==> src/sv/scm_pkg.sv <==
// shared types, constants and helpers for the sparse complex matrix multiply
`timescale 1ns / 1ps
package scm_pkg;

  localparam int MAX_ROWS  = 64;
  localparam int MAX_INNER = 64;
  localparam int MAX_COLS  = 64;
  localparam int NNZ_A     = 1024;
  localparam int NNZ_B     = 1024;

  localparam int IDX_W  = 6;
  localparam int SIZE_W = 7;
  localparam int THR_W  = 39;
  localparam int VAL_W  = 16;
  localparam int PVAL_W = 2 * VAL_W;
  localparam int SUM_W  = 40;

  localparam int A_AW   = $clog2(NNZ_A);
  localparam int A_CW   = $clog2(NNZ_A + 1);
  localparam int B_AW   = $clog2(NNZ_B);
  localparam int B_CW   = $clog2(NNZ_B + 1);
  localparam int CNT_W  = (A_CW > B_CW) ? A_CW : B_CW;
  localparam int ROW_AW = $clog2(MAX_ROWS);
  localparam int COL_AW = $clog2(MAX_COLS);

  localparam int CQ_DEPTH = 4;
  localparam int CQ_AW    = $clog2(CQ_DEPTH);

  localparam logic [SIZE_W-1:0] SIZE_RESET = 7'd64;

  typedef enum logic [1:0] {
    OP_CLEAR   = 2'd0,
    OP_LOAD_A  = 2'd1,
    OP_LOAD_B  = 2'd2,
    OP_COMPUTE = 2'd3
  } op_t;

  typedef enum logic [1:0] {
    ST_OK    = 2'd0,
    ST_EMPTY = 2'd1,
    ST_ERROR = 2'd2,
    ST_FULL  = 2'd3
  } status_t;

  typedef enum logic [1:0] {
    CFG_ROWS  = 2'd0,
    CFG_INNER = 2'd1,
    CFG_COLS  = 2'd2,
    CFG_THR   = 2'd3
  } cfg_idx_t;

  typedef enum logic [2:0] {
    CMD_CLEAR,
    CMD_STORE_A,
    CMD_STORE_B,
    CMD_REPLY,
    CMD_COMPUTE
  } cmd_kind_t;

  typedef struct packed {
    op_t                     operation;
    logic [IDX_W-1:0]        row_idx;
    logic [IDX_W-1:0]        col_idx;
    logic signed [VAL_W-1:0] val_re;
    logic signed [VAL_W-1:0] val_im;
  } in_item_t;

  typedef struct packed {
    logic [IDX_W-1:0]        out_row;
    logic [IDX_W-1:0]        out_col;
    logic signed [SUM_W-1:0] out_re;
    logic signed [SUM_W-1:0] out_im;
    status_t                 status;
    logic                    last;
  } out_item_t;

  typedef struct packed {
    logic [SIZE_W-1:0] rows_used;
    logic [SIZE_W-1:0] inner_used;
    logic [SIZE_W-1:0] cols_used;
    logic [THR_W-1:0]  zero_threshold;
  } cfg_t;

  typedef struct packed {
    cmd_kind_t          kind;
    logic [IDX_W-1:0]   row;
    logic [IDX_W-1:0]   col;
    logic [PVAL_W-1:0]  val;
    status_t            status;
    logic [CNT_W-1:0]   addr;
    logic [CNT_W-1:0]   first;
    logic [CNT_W-1:0]   col_end;
    logic               rebuild;
  } cmd_t;

  function automatic logic [SIZE_W-1:0] clamp_size(input logic [SIZE_W-1:0] v,
                                                   input int max_v);
    logic [SIZE_W-1:0] r;
    r = v;
    if (v == '0) r = SIZE_W'(1);
    else if (int'(v) > max_v) r = SIZE_W'(max_v);
    return r;
  endfunction

endpackage

==> src/sv/scm_cmdq.sv <==
// short command queue between the front end and the back end
`timescale 1ns / 1ps
module scm_cmdq (
  input  logic          clk,
  input  logic          rst_n,
  input  logic          push,
  input  scm_pkg::cmd_t wdata,
  output logic          full,
  input  logic          pop,
  output scm_pkg::cmd_t rdata,
  output logic          empty
);
  import scm_pkg::*;

  cmd_t             q_r [CQ_DEPTH];
  logic [CQ_AW-1:0] wp_r, rp_r;
  logic [CQ_AW:0]   cnt_r;
  logic             do_push, do_pop;

  assign full    = (cnt_r == (CQ_AW + 1)'(CQ_DEPTH));
  assign empty   = (cnt_r == '0);
  assign rdata   = q_r[rp_r];
  assign do_push = push && !full;
  assign do_pop  = pop && !empty;

  always_ff @(posedge clk) begin
    if (do_push) q_r[wp_r] <= wdata;
  end

  always_ff @(posedge clk) begin
    if (!rst_n) begin
      wp_r  <= '0;
      rp_r  <= '0;
      cnt_r <= '0;
    end else begin
      if (do_push) wp_r <= (wp_r == CQ_AW'(CQ_DEPTH - 1)) ? '0 : wp_r + 1'b1;
      if (do_pop)  rp_r <= (rp_r == CQ_AW'(CQ_DEPTH - 1)) ? '0 : rp_r + 1'b1;
      if (do_push && !do_pop) cnt_r <= cnt_r + 1'b1;
      else if (do_pop && !do_push) cnt_r <= cnt_r - 1'b1;
    end
  end

endmodule

==> config.mk <==
export PLATFORM = sky130hd
export DESIGN_NAME = scm_cmdq
export DESIGN_NICKNAME = d
export VERILOG_FILES = /design/src/sv/scm_pkg.sv /design/src/sv/scm_cmdq.sv
export SDC_FILE = /design/constraint.sdc
export NUM_CORES = 1
export LEC_CHECK = 0
export BUFFER_PORTS_ARGS = -buffer_cell sky130_fd_sc_hd__buf_2
export CORE_MARGIN = 5
export CORE_UTILIZATION = 45
export CTS_CLUSTER_DIAMETER = 40
export CTS_CLUSTER_SIZE = 12
export DETAILED_ROUTE_END_ITERATION = 10
export PLACE_DENSITY = 0.72
export SLEW_MARGIN = 20
export SYNTH_ARGS = -nofsm -noshare
export SYNTH_HDL_FRONTEND = slang
export SYNTH_SLANG_ARGS = --single-unit
==> constraint.sdc <==
create_clock -name clk -period 5.18 [get_ports clk]
set_input_delay 0.259 -clock clk [delete_from_list [all_inputs] [get_ports clk]]
set_output_delay 0.259 -clock clk [all_outputs]
set_load 0.02 [all_outputs]
# --- Yosys cells after proc, flatten, opt, wreduce, memory -nomap -nowiden ---
# Memory sizes are Yosys's and may differ from the RTL's. A register that Yosys moved wholly into a read port is not among the register bits.
# Cells that the tools add are included.
classes:
  add_sub_neg: 4
  n_mul: 0
  div_mod_pow: 0
  order_cmp: 0
  n_eq_ne: 3
  n_shift: 0
  mux: 8
  bitwise_logic: 0
  reduce_logical: 10
ops:
  columns: ["op", "count"]
  rows:
  - ["2-bit two-way mux", 4]
  - ["3-bit two-way mux", 2]
  - ["2-bit by 1-bit adder with 2-bit output, second input constant", 2]
  - ["2-bit == test, second input constant", 2]
  - ["1-bit logical AND", 4]
  - ["1-bit logical NOT", 4]
  - ["3-bit by 1-bit adder with 3-bit output, second input constant", 1]
  - ["3-bit == test, second input constant", 1]
  - ["3-bit logical NOT", 1]
  - ["3-bit by 1-bit subtractor with 3-bit output, second input constant", 1]
  - ["1-bit two-way mux", 2]
  - ["2-bit nonzero test", 1]
word_totals:
  ff_bits: 7
  latchBits: 0
  ram_bits: 332
  rom_bits: 0
  in_bits: 87
  output_inout_bits: 85
  wordCells: 29
  memories: 1
mem_list:
  columns: ["name", "depth", "word_bits", "rd", "rd_ports_with_merged_regs", "wr", "line", "source"]
  rows:
  - ["q_r", 4, 83, 1, 1, 1, "scm_cmdq.sv:15", "cmd_t q_r [CQ_DEPTH];"]

# --- Longest topological paths before layout ---
depth:
  ltp_word: 7
  mapped_depth: 9
  depth_no_buf: 8

# --- Worst setup path before layout ---
# No wires, ideal clock.
synth_timing:
  kind: "register to register"
  from: "reg cnt_r[0]"
  to: "mem q_r[0][0] in the netlist's numbering, enable pin"
  setup_time_ps: 451
  arrival_ps: 2800
  path_slack_ps: 1929
  stages_incl_launch_ff: 5
  synth_period_minus_slack_ps: 3251
  cell_sequence: "dfxtp_1 -> nor3b_1 -> nor2b_1 -> buf_2 -> and2_1"
synth_between:
  elab_chain_len: 5
synth_lines:
  columns: ["item", "line", "source"]
  rows:
  - ["start, declared", "scm_cmdq.sv:17", "logic [CQ_AW:0] cnt_r;"]
  - ["start signal, assigned", "scm_cmdq.sv:38", "if (do_push && !do_pop) cnt_r <= cnt_r + 1'b1;"]
  - ["start signal, assigned", "scm_cmdq.sv:39", "else if (do_pop && !do_push) cnt_r <= cnt_r - 1'b1;"]
  - ["3-bit == test", "scm_cmdq.sv:20", "assign full = (cnt_r == (CQ_AW + 1)'(CQ_DEPTH));"]
  - ["via full", "scm_cmdq.sv:8", "output logic full,"]
  - ["1-bit logical NOT", "scm_cmdq.sv:23", "assign do_push = push && !full;"]
  - ["1-bit logical AND", "scm_cmdq.sv:23", null]
  - ["via do_push", "scm_cmdq.sv:18", "logic do_push, do_pop;"]
  - ["1-bit two-way mux", "scm_cmdq.sv:27", "if (do_push) q_r[wp_r] <= wdata;"]
  - ["1-bit two-way mux (not written as such)", "scm_cmdq.sv:27", null]
  - ["end, declared", "scm_cmdq.sv:15", null]
# The timed path passes the listed nets, and every way through them passes these cells.

==> reports/qor.yml <==
rsz0062_at_grt: "no"
hpwlAfterDp_mm: 14.7
drc: 0
r2r_setup_slack_ns: 2.47
vias: 5980
nets: 862
pwr-share-clk: 0.348
numCtsBuffers: 41
clock_latency_ns: 0.52
fin_skew_ns: 0.0260
root_buffer: "clkbuf_16"
slowest_stage: "dfxtp_4"
switching_share: 0.272
htreeDepth: 2
cellPowerDensity_nw_per_um2: 512
grtUsageTotal: 0.157
antenna_found_initial: 1
min_path_type: "input port to register"
finalHoldViolCount: 0
cp-end-kind: "output pin"
num-fill-cells: 1946
tns_ns: 0
drive_above_1_share: 0.414
area_delta_synth_final_pct: 27.8
dieArea_sq_um: 31100
cts_sinks: 341
max_cap_violations: 0
post_cts_buffers: 0
routed_wl_mm: 24.3
core_sq_um: 27100
setup_slack_ns: 2.18
place_area_sq_um: 13700
place_ws_ns: 2.44
yosys.cell_types.count: 23
worst-path-max-fanout: 43
critical_path_class: "register to output pin"
grt_remaining_overflow: 0
combPwrFrac: 0.217
drtIter0Drc: 373
final_cells: 1171
clock.fmax_mhz: 333
power.leakage_nw: 5.42
worst_ir_drop_vdd_mv: 0.392
initial_core_util: 0.460
netlist_area_sq_um: 12500
firstDrtPassIters: 4
avgSynthCellArea_sq_um: 25.7
endpoint: "rdata[17]"
dp.cells: 1014
io_pins: 172
wl_per_cell_um: 20.8
cpPeakStageDelay_ns: 0.91
yosysWarnings: 0
via_per_inst: 5.11
critPathArrivalTime_ns: 2.74
cts_tree: "built"
grt_max_degree: 51
routabilityCongestion: 0.725
ys_seq_area_frac: 0.815
rr_endpoint: "q_r[3][40]$_DFFE_PP_"
pwr-share-seq: 0.435
cts.path.max_buffers: 3
worstPathRequired_ns: 4.92
critPathLaunchType: "register"
io_buffers: 171
r2r_start: "cnt_r[0]$_SDFFE_PN0P_"
ys_ff_latch: 341
synthCells: 484
setup_viol: 0
status: "completed"
grt_first_pass_wirelength_mm: 37.8
grt_pass1_vias: 6516
die_w_um: 176
placementRows: 60
min_from: "rst_n"
p_int_mw: 5.93
final_area_sq_um: 15900
cts.clk_slew.worst_paths_ns: 0.05
holdWs_ns: 0.112
synth_nets: 578
power_switching_mw: 2.21
worstPathCellList: "buf_4 -> mux4_2 -> buf_2"
reg2regPathDepth: 4
fp.dieH_um: 176
ant_nets: 0
post-route-period-util: 0.580
tightest_slew_ns: 0.863
min_period_ns: 3.00
max_slew_margin: 0.425
finalMaxSlewViolations: 0
cell families (layout without fill, tap and decap cells):
kind of cell | count (synthesis) | after routing | share of synthesized area
flops | 341 | 341 | 0.815
mux | 86 | 86 | 0.153
buf+inv | 23 | 337 | 0.0128
simple gates | 20 | 20 | 0.00824
fa+ha+maj | 7 | 7 | 0.00764
compound gates | 5 | 5 | 0.00241
xor+xnor | 2 | 2 | 0.00141
other cells | 0 | 1 | 0
cell usage after synthesis:
| cell | count | share of area |
|---|---|---|
| dfxtp_1 | 9 | 0.014 |
| nor3b_1 | 1 | 0.00060 |
| mux4_2 | 83 | 0.15 |
| o31ai_1 | 1 | 0.00060 |
| xnor2_1 | 1 | 0.00070 |
| xor2_1 | 1 | 0.00070 |
| nor3_1 | 1 | 0.00040 |
| nor2b_1 | 2 | 0.0010 |
| and2_1 | 5 | 0.0025 |
| buf_6 | 8 | 0.0072 |
| ha_1 | 6 | 0.0060 |
| edfxtp_1 | 332 | 0.80 |
| a21boi_0 | 1 | 0.00060 |
| nand2_1 | 6 | 0.0018 |
| inv_1 | 3 | 0.00090 |
| buf_2 | 10 | 0.0040 |
| fa_1 | 1 | 0.0016 |
| mux2i_1 | 3 | 0.0024 |
| nand3_1 | 2 | 0.00080 |
| nor2_1 | 2 | 0.00060 |
| or3_1 | 1 | 0.00050 |
| clkbuf_1 | 2 | 0.00060 |
| o21ai_0 | 3 | 0.0012 |
routing by layer:
metal,global-route usage,wire (um),part of all wire,up-vias
met1,0.220,10400,0.43,3088
li1,-,-,-,2644
met5,0,11,0.00045,-
met2,0.253,11800,0.49,211
met4,0.0361,362,0.015,2
met3,0.0411,1740,0.071,35
layout make-up:
cell class                      instances  area, sq um  area share
Timing Repair Buffer                  261         1740       0.109
Tap cell                              372          465      0.0292
Sequential cell                       341        10200       0.638
Inverter                                3         11.3    0.000708
Antenna cell                            1         2.50    0.000157
Multi-Input combinational cell        120         2150       0.135
Clock buffer                           52         1130      0.0710
Clock inverter                         21          253      0.0159
metrics by stage:
stage | util | power, mW
2_1_floorplan | - | 4.79
5_1_grt | 0.587 | 8.50
3_5_place_dp | 0.505 | 5.35
3_3_place_gp | 0.505 | 5.30
4_1_cts | 0.587 | 8.25
6_report | 0.587 | 8.14
flip-flops by register name, indices dropped and copies added (netlist names), named ones only:
register and cells:
q_r 332, cnt_r 3, rp_r 2, wp_r 2
how the worst min path moves through the flow:
stage               slack, ns  cells past startpoint                     to
finish                   0.11                      2  cnt_r[2]$_SDFFE_PN0P_
global route             0.13                      2  cnt_r[2]$_SDFFE_PN0P_
CTS                      0.09                      2  cnt_r[2]$_SDFFE_PN0P_
detailed placement       0.48                      1   q_r[2][63]$_DFFE_PP_
global placement         0.47                      1   q_r[1][63]$_DFFE_PP_
floorplan                0.36                      0    q_r[0][0]$_DFFE_PP_
power by group through the flow:
stage / Combinational (mW) / Sequential [mW] / Clock [mW]
after floorplan: 1.30 / 3.49 / 0
after global routing: 1.89 / 3.58 / 3.02
after detailed placement: 1.75 / 3.60 / 0
after global placement: 1.72 / 3.58 / 0
final: 1.77 / 3.54 / 2.84
after CTS: 1.81 / 3.55 / 2.89
worst max-delay path: cells and delay by family, from the launching register on:
family                 cells  cell delay [ns]
multiplexers               1             0.61
buffers and inverters      2             0.70
flip-flops                 1             0.91
cell usage in the layout, fill, tap and decap left out, drive strengths merged:
master | Yosys | routed
and2 | 5 | 5
clkinvlp | 0 | 3
dlygate4sd3 | 0 | 83
o21ai | 3 | 3
or3 | 1 | 1
nor2b | 2 | 2
nand3 | 2 | 2
xnor2 | 1 | 1
nor3b | 1 | 1
dfxtp | 9 | 9
inv | 3 | 5
o31ai | 1 | 1
diode | 0 | 1
buf | 18 | 178
mux4 | 83 | 83
nor2 | 2 | 2
xor2 | 1 | 1
clkbuf | 2 | 52
clkinv | 0 | 11
mux2i | 3 | 3
bufinv | 0 | 5
edfxtp | 332 | 332
ha | 6 | 6
a21boi | 1 | 1
nor3 | 1 | 1
nand2 | 6 | 6
fa | 1 | 1
repair_timing:
item                      4_1_cts  5_1_grt
hold endpoints to repair      332        0
hold buffers                   83        0
resized for setup               0        0
Note: power is estimated with default switching activity, not from simulation.
