[config.mk]
export PLATFORM = sky130hd
export DESIGN_NAME = scm_front
export DESIGN_NICKNAME = d
export VERILOG_FILES = /design/src/sv/scm_pkg.sv /design/src/sv/scm_front.sv
export SDC_FILE = /design/constraint.sdc
export NUM_CORES = 1
export LEC_CHECK = 0
export BUFFER_PORTS_ARGS = -buffer_cell sky130_fd_sc_hd__buf_2
export CORE_ASPECT_RATIO = 0.8
export CORE_MARGIN = 5
export CORE_UTILIZATION = 53
export DETAILED_ROUTE_END_ITERATION = 6
export GPL_ROUTABILITY_DRIVEN = 0
export PLACE_DENSITY_LB_ADDON = 0.12
export SETUP_SLACK_MARGIN = 0.4
export SLEW_MARGIN = 5
export SYNTH_ARGS = -nofsm -noshare
export SYNTH_HDL_FRONTEND = slang
export SYNTH_SLANG_ARGS = --single-unit
[constraint.sdc]
create_clock -name clk -period 5.1 [get_ports clk]
set_input_delay 0.765 -clock clk [delete_from_list [all_inputs] [get_ports clk]]
set_output_delay 0.765 -clock clk [all_outputs]
set_load 0.02 [all_outputs]
[src/sv/scm_pkg.sv]
// shared types, constants and helpers for the sparse complex matrix multiply
`timescale 1ns / 1ps
package scm_pkg;

  localparam int MAX_ROWS  = 64;
  localparam int MAX_INNER = 64;
  localparam int MAX_COLS  = 64;
  localparam int NNZ_A     = 1024;
  localparam int NNZ_B     = 1024;

  localparam int IDX_W  = 6;
  localparam int SIZE_W = 7;
  localparam int THR_W  = 39;
  localparam int VAL_W  = 16;
  localparam int PVAL_W = 2 * VAL_W;
  localparam int SUM_W  = 40;

  localparam int A_AW   = $clog2(NNZ_A);
  localparam int A_CW   = $clog2(NNZ_A + 1);
  localparam int B_AW   = $clog2(NNZ_B);
  localparam int B_CW   = $clog2(NNZ_B + 1);
  localparam int CNT_W  = (A_CW > B_CW) ? A_CW : B_CW;
  localparam int ROW_AW = $clog2(MAX_ROWS);
  localparam int COL_AW = $clog2(MAX_COLS);

  localparam int CQ_DEPTH = 4;
  localparam int CQ_AW    = $clog2(CQ_DEPTH);

  localparam logic [SIZE_W-1:0] SIZE_RESET = 7'd64;

  typedef enum logic [1:0] {
    OP_CLEAR   = 2'd0,
    OP_LOAD_A  = 2'd1,
    OP_LOAD_B  = 2'd2,
    OP_COMPUTE = 2'd3
  } op_t;

  typedef enum logic [1:0] {
    ST_OK    = 2'd0,
    ST_EMPTY = 2'd1,
    ST_ERROR = 2'd2,
    ST_FULL  = 2'd3
  } status_t;

  typedef enum logic [1:0] {
    CFG_ROWS  = 2'd0,
    CFG_INNER = 2'd1,
    CFG_COLS  = 2'd2,
    CFG_THR   = 2'd3
  } cfg_idx_t;

  typedef enum logic [2:0] {
    CMD_CLEAR,
    CMD_STORE_A,
    CMD_STORE_B,
    CMD_REPLY,
    CMD_COMPUTE
  } cmd_kind_t;

  typedef struct packed {
    op_t                     operation;
    logic [IDX_W-1:0]        row_idx;
    logic [IDX_W-1:0]        col_idx;
    logic signed [VAL_W-1:0] val_re;
    logic signed [VAL_W-1:0] val_im;
  } in_item_t;

  typedef struct packed {
    logic [IDX_W-1:0]        out_row;
    logic [IDX_W-1:0]        out_col;
    logic signed [SUM_W-1:0] out_re;
    logic signed [SUM_W-1:0] out_im;
    status_t                 status;
    logic                    last;
  } out_item_t;

  typedef struct packed {
    logic [SIZE_W-1:0] rows_used;
    logic [SIZE_W-1:0] inner_used;
    logic [SIZE_W-1:0] cols_used;
    logic [THR_W-1:0]  zero_threshold;
  } cfg_t;

  typedef struct packed {
    cmd_kind_t          kind;
    logic [IDX_W-1:0]   row;
    logic [IDX_W-1:0]   col;
    logic [PVAL_W-1:0]  val;
    status_t            status;
    logic [CNT_W-1:0]   addr;
    logic [CNT_W-1:0]   first;
    logic [CNT_W-1:0]   col_end;
    logic               rebuild;
  } cmd_t;

  function automatic logic [SIZE_W-1:0] clamp_size(input logic [SIZE_W-1:0] v,
                                                   input int max_v);
    logic [SIZE_W-1:0] r;
    r = v;
    if (v == '0) r = SIZE_W'(1);
    else if (int'(v) > max_v) r = SIZE_W'(max_v);
    return r;
  endfunction

endpackage

[src/sv/scm_front.sv]
// front end: checks each beat and turns it into a command for the back end
`timescale 1ns / 1ps
module scm_front (
  input  logic            clk,
  input  logic            rst_n,
  input  scm_pkg::cfg_t   cfg,
  input  logic            in_push,
  input  scm_pkg::in_item_t in_data,
  output logic            in_full,
  output logic            cq_push,
  output scm_pkg::cmd_t   cq_data,
  input  logic            cq_full
);
  import scm_pkg::*;

  logic [A_CW-1:0]  a_cnt_r, a_cnt_nxt;
  logic [IDX_W-1:0] a_lr_r, a_lr_nxt, a_lc_r, a_lc_nxt;
  logic [B_CW-1:0]  b_cnt_r, b_cnt_nxt, b_first_r, b_first_nxt;
  logic [IDX_W-1:0] b_lr_r, b_lr_nxt, b_lc_r, b_lc_nxt;
  logic             at_ok_r, at_ok_nxt;
  logic [SIZE_W-1:0] nrows, ninner, ncols;
  logic [SIZE_W-1:0] row_x, col_x;
  logic [B_CW-1:0]   b_first;
  cmd_t cmd;

  assign nrows   = clamp_size(cfg.rows_used, MAX_ROWS);
  assign ninner  = clamp_size(cfg.inner_used, MAX_INNER);
  assign ncols   = clamp_size(cfg.cols_used, MAX_COLS);
  assign row_x   = {1'b0, in_data.row_idx};
  assign col_x   = {1'b0, in_data.col_idx};
  assign b_first = (b_cnt_r == '0 || in_data.col_idx != b_lc_r) ? b_cnt_r : b_first_r;

  assign in_full = cq_full;
  assign cq_push = in_push && !cq_full;
  assign cq_data = cmd;

  always_comb begin
    cmd         = '0;
    cmd.kind    = CMD_REPLY;
    cmd.row     = in_data.row_idx;
    cmd.col     = in_data.col_idx;
    cmd.val     = {in_data.val_im, in_data.val_re};
    cmd.status  = ST_ERROR;
    a_cnt_nxt   = a_cnt_r;
    a_lr_nxt    = a_lr_r;
    a_lc_nxt    = a_lc_r;
    b_cnt_nxt   = b_cnt_r;
    b_lr_nxt    = b_lr_r;
    b_lc_nxt    = b_lc_r;
    b_first_nxt = b_first_r;
    at_ok_nxt   = at_ok_r;
    unique case (in_data.operation)
      OP_CLEAR: begin
        cmd.kind  = CMD_CLEAR;
        a_cnt_nxt = '0;
        b_cnt_nxt = '0;
        at_ok_nxt = 1'b0;
      end
      OP_LOAD_A: begin
        if (row_x >= nrows || col_x >= ninner) begin
          cmd.status = ST_ERROR;
        end else if (a_cnt_r != '0 && (in_data.col_idx < a_lc_r ||
                     (in_data.col_idx == a_lc_r && in_data.row_idx <= a_lr_r))) begin
          cmd.status = ST_ERROR;
        end else if (a_cnt_r >= A_CW'(NNZ_A)) begin
          cmd.status = ST_FULL;
        end else begin
          cmd.kind  = CMD_STORE_A;
          cmd.addr  = CNT_W'(a_cnt_r);
          a_cnt_nxt = a_cnt_r + 1'b1;
          a_lr_nxt  = in_data.row_idx;
          a_lc_nxt  = in_data.col_idx;
          at_ok_nxt = 1'b0;
        end
      end
      OP_LOAD_B: begin
        if (row_x >= ninner || col_x >= ncols) begin
          cmd.status = ST_ERROR;
        end else if (b_cnt_r != '0 && (in_data.col_idx < b_lc_r ||
                     (in_data.col_idx == b_lc_r && in_data.row_idx <= b_lr_r))) begin
          cmd.status = ST_ERROR;
        end else if (b_cnt_r >= B_CW'(NNZ_B)) begin
          cmd.status = ST_FULL;
        end else begin
          cmd.kind    = CMD_STORE_B;
          cmd.addr    = CNT_W'(b_cnt_r);
          cmd.first   = CNT_W'(b_first);
          cmd.col_end = CNT_W'(b_cnt_r + 1'b1);
          b_cnt_nxt   = b_cnt_r + 1'b1;
          b_lr_nxt    = in_data.row_idx;
          b_lc_nxt    = in_data.col_idx;
          b_first_nxt = b_first;
        end
      end
      OP_COMPUTE: begin
        cmd.row = '0;
        if (col_x >= ncols) begin
          cmd.status = ST_ERROR;
        end else begin
          cmd.kind    = CMD_COMPUTE;
          cmd.addr    = CNT_W'(a_cnt_r);
          cmd.rebuild = !at_ok_r;
          at_ok_nxt   = 1'b1;
        end
      end
      default: ;
    endcase
  end

  always_ff @(posedge clk) begin
    if (!rst_n) begin
      a_cnt_r <= '0;
      b_cnt_r <= '0;
      at_ok_r <= 1'b0;
    end else if (cq_push) begin
      a_cnt_r   <= a_cnt_nxt;
      a_lr_r    <= a_lr_nxt;
      a_lc_r    <= a_lc_nxt;
      b_cnt_r   <= b_cnt_nxt;
      b_lr_r    <= b_lr_nxt;
      b_lc_r    <= b_lc_nxt;
      b_first_r <= b_first_nxt;
      at_ok_r   <= at_ok_nxt;
    end
  end

endmodule

# Word-level counts from Yosys, hierarchy flattened
# Index checks and enable logic that the tools add are counted.
# op_classes
addsub	2
bitwise_logic	6
eq_ne	13
order_cmp	13
n_mux	46
reduce_logical	27
# op_table
op	n
11-bit two-way mux	11
33-bit two-way mux	3
11-bit case mux with 2 select lines	2
7-bit two-way mux	6
13-bit case mux with 3 select lines	1
6-bit by 7-bit >= comparator with 1-bit output	4
11-bit by 1-bit adder with 11-bit output (second input constant)	2
11-bit >= comparator (second input constant)	2
22-bit two-way mux	1
11-bit nonzero test	2
7-bit greater-than comparator (second input constant)	3
7-bit logical NOT	3
6-bit AND reduction	3
1-bit two-way mux	15
2-bit inequality test (second input constant)	7
6-bit equality test	2
6-bit less-or-equal comparator	2
6-bit < comparator	2
3-bit case mux with 4 select lines	1
11-bit logical NOT	1
5-bit AND reduction	2
2-bit two-way mux	3
6-bit two-way mux	1
6-bit inequality test	1
other kinds (11)	27
# word_totals
regBits	58
output_inout_bits	85

# Longest topological paths before layout
# Gate-level depths: netlist (run 1).
# logic_depth
ltp_word	7
ltp_mapped	12
depth_no_buf	11

# Least setup slack after synthesis (run 1)
# No wires, ideal clock.
# synth_timing
kind	input-to-output
startpoint	input port cfg[41] in the netlist's numbering
endpoint	output port cq_data[23] in the netlist's numbering
t_arrival_ps	2864
n_path_buf	1
stages	11
path_slack_ps	1471
path_cell_list	nor3_1 > a21oi_1 > nor2_1 > ha_1 > nand2b_1 > a31oi_1 > o22ai_2 > nor2_1 > a21o_1 > clkbuf_1 > a22o_1
# synth_rtl
element	line	source
from (decl)	scm_front.sv:6	input scm_pkg::cfg_t cfg,
to (decl)	scm_front.sv:11	output scm_pkg::cmd_t cq_data,

==> results.md, run 1 <==
- Setup CP Type: input pin to output port
- Largest net degree at the start of global routing: 24
- Worst-path maximum fanout: 11
- Post-synthesis mux area share: 0.0244
- Synthesized area per cell: around 8.9 um^2
- Min-delay worst type: register to register
- Post-CTS Resized: 0
- Setup TNS: 0 ns
- Clock Latency Late Sink: ~0.34 ns
- Synth area leader: edfxtp_1
- Largest family of logic cells by synthesized area: simple AND/OR/NAND/NOR gates
- Postcts setup bufs: 0
- Cell Area, Synth: 4570 um^2
- Remaining global-route overflow: 0
- Top-area cell type share of the netlist area: 0.230
- Num Clock Sinks: 58
- Number of remaining DRC errors: 0
- Crit. Startpoint: cfg[41]
- Layout cells sized above 1: 0.210
- Die X: approximately 110 um
- Storage cell area: approximately 1500 um^2
- # Max-Cap Violations: 0
- TritonCTS clock tree: built
- P per Cell Area: 222 nW/um^2
- Worst slew margin: 0.556
- YS warnings: 0
- Crit start category: input pin
- Layout Skew: approximately 0.011 ns
- Syn Nets: 674
- Clock power share: 0.386
- Worst-path clk slew: about 0.060 ns
- XOR/XNOR share of the synthesized area: 0.0153
- CP Capture Type: output port
- GRT Overall Usage: 0.210
- P_int: just over 0.8 mW
- 1st-pass router iterations: 5
- Post-synth ARST share: 0
- Final Max Slew Viols: 0
- Worst r2r src: b_lc_r[5]
- Cells after Synth: about 510
- Final antenna-violating net count: 0
- CTS Buf Count: 9
- Number of synthesized flops with an enable pin: 35
- Area growth from synthesis to layout: 9.08%
- RSZ-0062 raised after global routing: no
- Post-synthesis compound-gate area fraction: 0.161
- Comb pwr share: 0.164
- Register share of total power: 0.450
- Final Setup Violations: 0
- Final nets: between 700 and 800
- Post-Synth Simple-Gate Area: 0.209
- CTS Hold Buffers Added: 0
- Dpl hpwl: slightly above 8000 um
- Switching Share: 0.267
- Crit path DAT: approximately 3.7 ns
- Via density: a little under 6
- Area of the multi-input gates: roughly 2500 um^2
- Initial antenna violation count: 0
- WL per Instance: about 17 um
- Top area cells in the synthesized netlist: edfxtp_1, ha_1, dfxtp_1
- Vias after detailed routing: between 3k and 4k
- Final hold vios: 0
- Psw: ~0.30 mW
- # IOs: between 150 and 200
- Slew @ Worst Pin: 0.664 ns
- Post-route clock period utilization: 0.866
- Post-synthesis adder-cell area fraction: 0.142
- H-tree depth: 3
- CTS Root Cell: clkbuf_8
- CP required: 4.34 ns
- Register area share after synthesis: 0.331
- Synthesis-stage register bit count: 58
- Initial core utilization: 0.541
- Leakage: approximately 2.2 nW
- Vias in the first global route: approximately 3.6k
- Core region area: 8450 um^2
- N_diodes: 0
- Overall routed net length: between 10000 and 15000 um
- Clock buffer depth: 2
- Row cnt: 30
- Tmin final: about 4.4 ns
- Number of DRC markers in iteration 0: 271
- Peak VDD IR: 0.132 mV
- Die H: between 90 and 100 um
- Port Buffers: 90
- Synth cell types: 58
- Status: finished clean
- Util after Layout: 0.591
- Die area: between 10000 and 15000 um^2
- Top_reg_cell synth: edfxtp_1
- First-pass GRT wire length: roughly 18000 um
- F_max: 0.226 GHz
- Fillers: roughly 770
- HP Start: at_ok_r
worst paths after layout:
| path | end | slack, ns | cells past startpoint |
|---|---|---|---|
| hold / removal | at_ok_r | 0.47 | 2 |
| setup / recovery | cq_data[26] | 0.68 | 13 |
| setup reg to reg | b_lr_r[2] | 1.70 | 10 |
| hold reg to reg | at_ok_r | 0.47 | 2 |
flip-flops by register name (all words and copies together), names as in the netlist:
name       flops
a_cnt_r       11
b_cnt_r       11
b_first_r     11
a_lc_r         6
a_lr_r         6
b_lc_r         6
b_lr_r         6
at_ok_r        1
power groups by stage:
stage,logic [mW],clock network [mW],registers [mW]
5_1_grt,0.203,0.458,0.499
4_1_cts,0.182,0.437,0.499
6_report,0.182,0.428,0.499
2_1_floorplan,0.156,0,0.509
3_3_place_gp,0.176,0,0.509
3_5_place_dp,0.181,0,0.509
layer usage:
metal / GRT usage / part of all wire
met1: 0.299 / 0.47
met2: 0.320 / 0.45
met3: 0.0395 / 0.068
met4: 0.0692 / 0.013
met5: 0 / 0
layout make-up:
type | count | area share
multi-input cells | 354 | 0.507
flip-flops and latches | 58 | 0.303
repair buffers | 93 | 0.0948
clock buffers | 12 | 0.0311
well taps | 112 | 0.0281
inverters | 37 | 0.0278
clock inverters | 4 | 0.00828
critical path, cell delays in order:
cell and delay, ns:
buf_2 0.10, nor3_1 0.18, a21oi_1 0.09, nor2_1 0.09, ha_1 0.23, nand2b_1 0.13
a31oi_1 0.22, o22ai_2 0.22, nor3_4 0.37, nand2b_1 0.23, nor2_1 0.57, a22o_1 0.26
buf_2 0.17
logic make-up (layout without fill, tap and decap cells):
kind of cell,count (synthesis),count (layout)
buffers and inverters,100,146
other,1,1
AND/OR/NAND/NOR,175,175
adder cells (fa/ha/maj),52,52
AO/OA/AOI/OAI,108,108
flip-flops,58,58
multiplexers,10,10
XOR/XNOR,8,8
layout by cell type, fill, tap and decap left out, types with 15 or more instances in the layout:
master | Yosys | routed
nor2_1 | 35 | 35
a21oi_1 | 31 | 31
buf_2 | 6 | 90
dfxtp_1 | 23 | 23
and3_1 | 19 | 19
nand3_1 | 15 | 15
nand2b_1 | 28 | 28
inv_1 | 36 | 36
nand2_1 | 30 | 30
ha_1 | 52 | 52
edfxtp_1 | 35 | 35
stage by stage:
stage / worst slack, ns / total power, mW / hold WS, ns / area, um^2 / cells
after global routing: 0.501 / 1.16 / 0.527 / 4990 / 670
after CTS: 0.734 / 1.12 / 0.478 / 4990 / 670
after floorplan: 1.47 / 0.665 / 0.438 / 4570 / 512
after global placement: 0.806 / 0.685 / 0.458 / 4790 / 654
after detailed placement: 0.754 / 0.690 / 0.462 / 4790 / 654
final: 0.684 / 1.11 / 0.473 / 4990 / 670
cell usage after synthesis, types with 8 or more instances:
master,instances
clkbuf_1,17
ha_1,52
buf_4,40
a21o_1,12
nand2_1,30
a31oi_1,8
o21ai_0,10
edfxtp_1,35
nand3_1,15
nor2_1,35
nand4_1,8
nand2b_1,28
dfxtp_1,23
mux2_2,8
nor3_1,9
inv_1,36
and3_1,19
a22o_1,10
a21oi_1,31
Power figures use the tool's default switching activity.
==> run 2, diff against run 1 <==
Settings changed: ABC_AREA set to 1, CORE_UTILIZATION 53 to 54.
==> run 2 against run 1 <==
Net effect: first-iteration DRC count down 13%; critical path depth up 3; power up 21%; fmax up 4.9%; synthesized cell count up 37%; flip-flop and latch count unchanged; sequential power up 5.0%; clock power up 25%; critical endpoint is now cq_data[30]; largest cell class unchanged; highest routed layer unchanged.
==> results.md, run 2 <==
- Status: finished clean (unchanged)
- Layout Cells excl Fill: 870 (was 670)
- Setup CP Type: input pin to output port (unchanged)
- Crit path largest cell delay: 0.37 ns (was 0.57 ns)
- Post-Synth Simple-Gate Area: 0.324 (was 0.209)
- Synth area leader: edfxtp_1 (unchanged)
- Slew @ Worst Pin: 0.802 ns (was 0.664 ns)
- Clock buffer depth: 2 (unchanged)
- F_max: 0.238 GHz (was 0.226 GHz)
- 1st-pass router iterations: 5 (unchanged)
- Clock Latency Late Sink: 0.33 ns (was 0.34 ns)
- Number of synthesized flops with an enable pin: 35 (unchanged)
- Synth cell types: 32 (was 58)
- CP required: 4.34 ns (about the same)
- RSZ-0062 raised after global routing: no (unchanged)
- Cell with the most instances after synthesis: nand2_1 (was ha_1)
- N_diodes: 0 (unchanged)
- Cell Area, Synth: 4870 um^2 (was 4570 um^2)
- Final Max Slew Viols: 0 (unchanged)
- Syn Nets: 863 (was 674)
- Remaining global-route overflow: 0 (unchanged)
- YS warnings: 0 (unchanged)
- Hold_ws: 0.452 ns (was 0.473 ns)
- TritonCTS clock tree: built (unchanged)
- Tmin final: 4.21 ns (was 4.42 ns)
- Layout cells sized above 1: 0.179 (was 0.210)
- CTS Buf Count: 9 (unchanged)
- Final Setup Violations: 0 (unchanged)
- # IOs: 195 (unchanged)
- WL per Instance: 14.0 um (was 16.7 um)
- GRT Overall Usage: 0.224 (was 0.210)
- P per Cell Area: 249 nW/um^2 (was 222 nW/um^2)
- Cell mode on critical path: nand2_1
- Die area: 11000 um^2 (was 10600 um^2)
- Dpl cell area: 5100 um^2 (was 4790 um^2)
- Synthesis-stage register bit count: 58 (unchanged)
- Crit path max-delay family: simple AND/OR/NAND/NOR gates (unchanged)
- Num Clock Sinks: 58 (unchanged)
- XOR/XNOR share of the synthesized area: 0 (was 0.0153)
- Synthesized area per cell: 6.94 um^2 (was 8.93 um^2)
- Register area share after synthesis: 0.311 (was 0.331)
- Die X: 116 um (was 114 um)
- Cells after Synth: 701 (was 512)
- CP Buf/Inv Count: 4 (was 2)
- Post-route clock period utilization: 0.825 (was 0.866)
- Crit-path cells: buf_2 > nor4_1 > nand2_1 > nand2_1 > nand2_1 > ha_1 > a21oi_1 > nand2_1 > nand2_1 > nand3_1 > inv_1 > nand2_1 > inv_2 > nand4_4 > o21ai_0 > buf_2 (was buf_2 > nor3_1 > a21oi_1 > nor2_1 > ha_1 > nand2b_1 > a31oi_1 > o22ai_2 > nor3_4 > nand2b_1 > nor2_1 > a22o_1 > buf_2)
- Overall routed net length: 12200 um (was 11200 um)
- Min-delay worst type: register to register (unchanged)
- Commonest cells after routing, fill and taps aside: nand2_1, nor2_1, inv_1 (was buf_2, ha_1, inv_1)
- Leakage: 2.70 nW (was 2.24 nW)
- CTS Root Cell: clkbuf_16 (was clkbuf_8)
- Util after Layout: 0.603 (was 0.591)
- Largest family of logic cells by synthesized area: simple AND/OR/NAND/NOR gates (unchanged)
- CP Capture Type: output port (unchanged)
- Crit start category: input pin (unchanged)
- Worst slew margin: 0.465 (was 0.556)
- Top area cells in the synthesized netlist: edfxtp_1, ha_1, nand2_1 (was edfxtp_1, ha_1, dfxtp_1)
- Vias after detailed routing: 4659 (was 3940)
- Row cnt: 31 (was 30)
- Top_reg_cell synth: edfxtp_1 (unchanged)
- Number of DRC markers in iteration 0: 235 (was 271)
- Core region area: 8920 um^2 (was 8450 um^2)
- Final nets: 912 (was 715)
- Post-synth ARST share: 0 (unchanged)
- Crit path DAT: 3.44 ns (was 3.65 ns)
- Number of remaining DRC errors: 0 (unchanged)
- Final instance area: 5380 um^2 (was 4990 um^2)
- Most common cell after layout, fill and taps aside: nand2_1 (was buf_2)
- Post-synth top cells: nand2_1, nor2_1, inv_1 (was ha_1, buf_4, inv_1)
- Post-synthesis adder-cell area fraction: 0.134 (was 0.142)
- Final antenna-violating net count: 0 (unchanged)
- First-pass GRT wire length: 19600 um (was 17900 um)
- H-tree depth: 3 (unchanged)
- Top-area cell type share of the netlist area: 0.216 (was 0.230)
- Area growth from synthesis to layout: 10.5% (was 9.08%)
- Layout Skew: 0.00729 ns (was 0.0109 ns)
- Worst-path maximum fanout: 25 (was 11)
- # Max-Cap Violations: 0 (unchanged)
- Initial core utilization: 0.545 (was 0.541)
- Top flop regs: a_cnt_r x11, b_cnt_r x11, b_first_r x11 (unchanged)
- Placed insts: 854 (was 654)
- Post-synthesis mux area share: 0 (was 0.0244)
- Setup TNS: 0 ns (unchanged)
- Die H: 94.9 um (was 93.1 um)
- Port Buffers: 90 (unchanged)
- Post-synthesis compound-gate area fraction: 0.0705 (was 0.161)
- Initial antenna violation count: 0 (unchanged)
- Peak VDD IR: 0.147 mV (was 0.132 mV)
- Critical-path top delay cell: o21ai_0 (was nor2_1)
- Via density: 5.36 (was 5.88)
- Largest net degree at the start of global routing: 26 (was 24)
- Vias in the first global route: 4209 (was 3625)
- Worst-path clk slew: 0.05 ns (was 0.06 ns)
- Final hold vios: 0 (unchanged)
- Dpl hpwl: 9180 um (was 8250 um)
run 2: where the power goes:
group	leakage [nW]	internal (mW)	total, mW	switching (mW)
combinational	2.07	0.0911	0.277	0.186
clock	0.126	0.324	0.536	0.212
sequential	0.505	0.510	0.524	0.0140
run 2: cell families (layout without fill, tap and decap cells):
group / Yosys count / in the layout
AND/OR/NAND/NOR: 365 / 365
buffers and inverters: 162 / 216
AO/OA/AOI/OAI: 63 / 63
flip-flops: 58 / 58
adder cells (fa/ha/maj): 52 / 52
other: 1 / 1
run 2: worst register-to-register path: stages (launching register included):
cell,delay (ns)
edfxtp_1,0.32
inv_1,0.04
ha_1,0.28
nand2_1,0.07
nor2_1,0.14
nand2_1,0.06
nor2_1,0.15
nand2_1,0.07
nand2_1,0.11
nand3_1,0.42
nand3_1,0.57
nand2_1,0.12
inv_2,0.06
nor2_1,0.04
run 2: metal layers:
layer  GRT usage  up-vias  share of wire
met5           0        -              0
met3      0.0416       25          0.085
met4      0.0676        0          0.013
met2       0.349      193           0.46
met1       0.316     2101           0.45
li1            -     2340              -
run 2: per-stage QoR:
stage	worst slack, ns	total power, mW
2_1_floorplan	1.22	0.757
3_3_place_gp	0.742	0.794
3_5_place_dp	0.685	0.804
4_1_cts	0.658	1.34
5_1_grt	0.582	1.40
6_report	0.892	1.34
run 2: repair_timing:
action                                  in CTS  in global routing
hold endpoints to repair                     0                  0
resized for setup                            0                  1
endpoints found under the setup margin       0                  8
hold buffers                                 0                  0
buffers inserted                             0                  0
run 2: layout make-up:
class	instances	area, um^2
clock buffers	10	229
clock inverters	6	33.8
fillers	839	3540
inverters	107	402
multi-input cells	481	2580
flip-flops and latches	58	1510
well taps	115	144
repair buffers	93	473
run 2: worst paths after layout:
check / depth (start not counted) / end / start / slack, ns
max: 16 / cq_data[30] / cfg[43] / 0.89
min: 2 / at_ok_r / at_ok_r / 0.45
min reg2reg: 2 / at_ok_r / at_ok_r / 0.45
max reg2reg: 13 / b_cnt_r[8] / b_lc_r[5] / 2.52
